===== src/rtl/core/psrf_pkg.sv =====
package psrf_pkg;

    // Field widths of one input word and one result word.
    localparam int SENDER_W   = 8;
    localparam int SEQ_W      = 32;
    localparam int TICK_W     = 48;
    localparam int MIN_INT_W  = 16;
    localparam int VERDICT_W  = 3;
    localparam int APB_DATA_W = 32;
    localparam int APB_ADDR_W = 2;

    // Number of distinct sender indexes the input field can carry.
    localparam int SENDER_COUNT = 2 ** SENDER_W;

    localparam int MAX_SENDERS_DEFAULT = 256;

    localparam logic [MIN_INT_W-1:0] MIN_INTERVAL_RESET = 16'd900;

    // Item kinds carried on the mode field.
    localparam logic MODE_UPDATE = 1'b0;
    localparam logic MODE_LEAVE  = 1'b1;

    typedef enum logic [VERDICT_W-1:0] {
        VERDICT_RELAYED  = 3'd0,
        VERDICT_NO_CAP   = 3'd1,
        VERDICT_ZERO_SEQ = 3'd2,
        VERDICT_STALE    = 3'd3,
        VERDICT_TOO_SOON = 3'd4,
        VERDICT_LEAVE    = 3'd5
    } verdict_t;

    // One table entry as seen by the check logic; an invalid entry reads as zero.
    typedef struct packed {
        logic             valid;
        logic [SEQ_W-1:0]  seq;
        logic [TICK_W-1:0] tick;
    } entry_t;

endpackage


===== src/rtl/core/psrf_check.sv =====
// Decides the verdict for one item from its fields and the sender's table entry.
module psrf_check
(
    input  logic                              leave,
    input  logic                              has_capability,
    input  logic [psrf_pkg::SEQ_W-1:0]        sequence_req,
    input  logic [psrf_pkg::TICK_W-1:0]       now_tick,
    input  psrf_pkg::entry_t                  entry,
    input  logic [psrf_pkg::MIN_INT_W-1:0]    min_interval,
    output psrf_pkg::verdict_t                verdict
);

    logic [psrf_pkg::SEQ_W-1:0]  seq_diff;
    logic                        seq_newer;
    logic [psrf_pkg::TICK_W-1:0] tick_diff;
    logic                        too_soon;

    // Serial-number compare: the new sequence is ahead when the wrapped
    // difference is nonzero and has its sign bit clear.
    assign seq_diff  = sequence_req - entry.seq;
    assign seq_newer = (seq_diff != '0) && !seq_diff[psrf_pkg::SEQ_W-1];

    // A clock that moved backwards never counts as too soon.
    assign tick_diff = now_tick - entry.tick;
    assign too_soon  = (entry.tick != '0) && (now_tick >= entry.tick)
                     && (tick_diff < psrf_pkg::TICK_W'(min_interval));

    always_comb
    begin
        priority if (leave)
        begin
            verdict = psrf_pkg::VERDICT_LEAVE;
        end
        else if (!has_capability)
        begin
            verdict = psrf_pkg::VERDICT_NO_CAP;
        end
        else if (sequence_req == '0)
        begin
            verdict = psrf_pkg::VERDICT_ZERO_SEQ;
        end
        else if (entry.valid && !seq_newer)
        begin
            verdict = psrf_pkg::VERDICT_STALE;
        end
        else if (too_soon)
        begin
            verdict = psrf_pkg::VERDICT_TOO_SOON;
        end
        else
        begin
            verdict = psrf_pkg::VERDICT_RELAYED;
        end
    end

endmodule


===== config.mk =====
export PLATFORM = sky130hd
export DESIGN_NAME = psrf_check
export DESIGN_NICKNAME = d
export VERILOG_FILES = /design/src/rtl/core/psrf_pkg.sv /design/src/rtl/core/psrf_check.sv
export SDC_FILE = /design/constraint.sdc
export NUM_CORES = 1
export LEC_CHECK = 0
export BUFFER_PORTS_ARGS = -buffer_cell sky130_fd_sc_hd__buf_2
export CAP_MARGIN = 20
export CORE_ASPECT_RATIO = 2
export CORE_MARGIN = 4
export CORE_UTILIZATION = 50
export DETAILED_ROUTE_END_ITERATION = 7
export GPL_TIMING_DRIVEN = 0
export PLACE_DENSITY = 0.81
export SYNTH_ARGS = -nofsm -noshare
export SYNTH_HDL_FRONTEND = slang
export SYNTH_SLANG_ARGS = --single-unit
export TNS_END_PERCENT = 50

===== constraint.sdc =====
create_clock -name vclk -period 7.8
set_input_delay 1.95 -clock vclk [all_inputs]
set_output_delay 1.95 -clock vclk [all_outputs]
set_load 0.02 [all_outputs]

==> flow_metrics.env <==
export IMPL_cts_hold_buf=0
export IMPL_period_minus_slack_ns=8.56
export IMPL_outcome="complete, but fails checks"
export IMPL_crit_arrival_ns=6.61
export IMPL_ant_nets=0
export IMPL_drtIter0Drc=295
export IMPL_hold_class="input port to output port"
export IMPL_ys_seq_area_frac=0
export IMPL_final_period_utilization=1.10
export IMPL_track_usage=0.324
export IMPL_vdd_ir_drop_max_uv=42.9
export IMPL_io_pins=182
export IMPL_hold_viol=0
export IMPL_final_seq_area_um2=0
export IMPL_final_max_slew_viol_count=0
export IMPL_cp_common_cell="nand4_1"
export IMPL_yosys_warnings=0
export IMPL_synth_area_per_cell_um2=6.47
export IMPL_synth_nets=1188
export IMPL_viasPerCell=6.17
export IMPL_clockBufferCount=0
export IMPL_path_max_fanout=3
export IMPL_syn_area_um2=5910
export IMPL_gp_congestion=1.03
export IMPL_stdcell_count=1243
export IMPL_maxCapViolCount=0
export IMPL_end_kind="output port"
export IMPL_io_buffer_count=182
export IMPL_fmax_ghz=0.117
export IMPL_initial_core_util=0.508
export IMPL_nets=1374
export IMPL_max_slew_margin=0.454
export IMPL_fp_dieW_um=84.9
export IMPL_path_cells="buf_2 -> inv_1 -> ha_2 -> inv_1 -> fa_2 -> a211o_1 -> a211oi_2 -> nor3_1 -> nor2b_1 -> o21ai_1 -> xor2_1 -> ha_1 -> nand4_1 -> a21oi_1 -> a311oi_1 -> nand4_1 -> nor4_2 -> nand4_1 -> nor4_1 -> nand4_1 -> or4_4 -> o41ai_4 -> buf_4"
export IMPL_syn_inst=913
export IMPL_rows=56
export IMPL_violations="setup timing"
export IMPL_antenna_found_initial=1
export IMPL_p_leak_uw=0.00353
export IMPL_avgRoutedWirePerCell_um=18.9
export IMPL_dp_cells=1240
export IMPL_final_util=0.610
export IMPL_worstSetupPathType="input port to output port"
export IMPL_tns_ns=-0.760
export IMPL_worst_pin_slew_ns=0.810
export IMPL_drive_gt1_frac=0.205
export IMPL_die_y_um=162
export IMPL_overflow=0
export IMPL_dieArea_um2=13700
export IMPL_dp_slack_ns=-0.895
export IMPL_grt_pass1_vias=7761
export IMPL_synthToLayoutAreaGrowth_pct=20.0
export IMPL_setup_viol=1
export IMPL_drcViolationCount=0
export IMPL_critPathRequiredTime_ns=5.85
export IMPL_drt_pass1_iter_count=5
export IMPL_dpl_hpwl_um=20700
export IMPL_core_um2=11600
export IMPL_worst_slack_ns=-0.760
export IMPL_slowest_delay_ns=0.49
export IMPL_power_density_nw_per_um2=83.3
export IMPL_via_count=7669
export IMPL_cp_slowest_cell="or4_4"
export IMPL_nFillCells=1204
export IMPL_synth_distinct_cells=73
export IMPL_drt_total_wl_um=23500
export IMPL_grt_setup_unrepaired="yes"
export IMPL_startpoint_type="input port"
export IMPL_grt_pass1_wl_um=35900
export IMPL_grt_max_degree=11
export IMPL_nFlopsAndLatches=0
## path summary, 6_finish.rpt
check,start,endpoint,depth (start not counted)
worst max-delay path,now_tick[0],verdict[2],23
worst min-delay path,leave,verdict[0],3
## Yosys cell counts (all sizes together), types with 8 or more instances
master,instances,area (µm²)
and3,8,50.1
inv,116,435
a211oi,11,87.6
nand4,51,319
ha,94,1180
o21ai,61,305
clkbuf,32,121
nor2b,9,56.3
nor2,50,190
nor3,21,105
a21oi,86,449
xor2,19,166
or2,8,50.1
o31ai,10,80.1
nand2b,10,62.6
nor4,28,175
nand3,23,115
a21o,31,233
nand2,76,285
xnor2,31,272
a31oi,16,130
o21bai,11,82.6
o21a,10,75.1
## through the flow
stage | cell area [µm²] | power (µW) | hold WS, ns
3_5_place_dp | 7040 | 570 | 4.23
6_report | 7090 | 591 | 4.23
3_3_place_gp | 7040 | 567 | 4.22
2_1_floorplan | 5950 | 396 | 4.02
5_1_grt | 7090 | 648 | 4.25
4_1_cts | 7080 | 578 | 4.23
## logic make-up (layout without fill, tap and decap cells)
kind of cell / after synthesis / count (layout) / synth area share
AOI/OAI and AO/OA: 297 / 297 / 0.337
xor gates and xnor gates: 50 / 50 / 0.0741
adders and majority gates: 96 / 96 / 0.206
buffers and inverters: 154 / 338 / 0.100
muxes: 8 / 8 / 0.0144
other: 0 / 1 / 0
and+or+nand+nor: 308 / 308 / 0.268
## what timing repair did
item,in CTS,in global routing
gates resized for setup,4,4
buffers inserted,3,0
pin swaps,4,4
endpoints found under the setup margin,2,2
gates cloned,0,0
## cells in the final DEF, fill, tap and decap left out, types with 5 or more instances in the layout
cell / synthesis / routed
buf_2: 4 / 185
inv_1: 115 / 115
ha_1: 94 / 93
a21oi_1: 83 / 82
nand2_1: 76 / 75
nand4_1: 51 / 51
nor2_1: 49 / 49
o21ai_0: 47 / 46
xnor2_1: 31 / 31
a21o_1: 31 / 31
clkbuf_1: 31 / 30
nor4_1: 28 / 26
nand3_1: 23 / 23
nor3_1: 21 / 21
xor2_1: 19 / 19
a31oi_1: 14 / 13
o21ai_1: 14 / 13
o21bai_1: 11 / 11
o21a_1: 10 / 10
nand2b_1: 10 / 10
nor2b_1: 9 / 9
o31ai_1: 9 / 9
a211oi_1: 10 / 9
and3_1: 8 / 8
o211ai_1: 6 / 6
or3_1: 6 / 6
o22ai_1: 6 / 6
and4_1: 6 / 6
a211o_1: 5 / 5
a21boi_0: 5 / 5
a2111oi_0: 5 / 5
## area by class of cell
| type | instances | area [µm²] | area share |
|---|---|---|---|
| Multi-Input combinational cell | 759 | 5390 | 0.759 |
| Antenna cell | 1 | 2.50 | 0.000353 |
| Timing Repair Buffer | 185 | 936 | 0.132 |
| Tap cell | 145 | 181 | 0.0256 |
| Buffer | 37 | 153 | 0.0215 |
| Inverter | 116 | 435 | 0.0614 |
## routing by layer
metal,track usage,wire length [µm]
met5,0,0
met4,0.265,2240
met3,0.0157,704
met1,0.261,7180
met2,0.673,13400
## critical path: cells and delay by family
kind | cells | cell delay (ns)
buffers and inverters | 4 | 0.40
AO/OA/AOI/OAI | 6 | 1.40
adder cells (fa/ha/maj) | 3 | 0.85
AND/OR/NAND/NOR | 9 | 1.82
XOR/XNOR | 1 | 0.17
## power breakdown
part           total [µW]  internal, µW  switching, µW   leakage [µW]
Sequential              0             0              0              0
Clock           0.0000172     0.0000172              0  0.00000000634
Combinational         591           235            355        0.00353
Power figures use the tool's default switching activity.
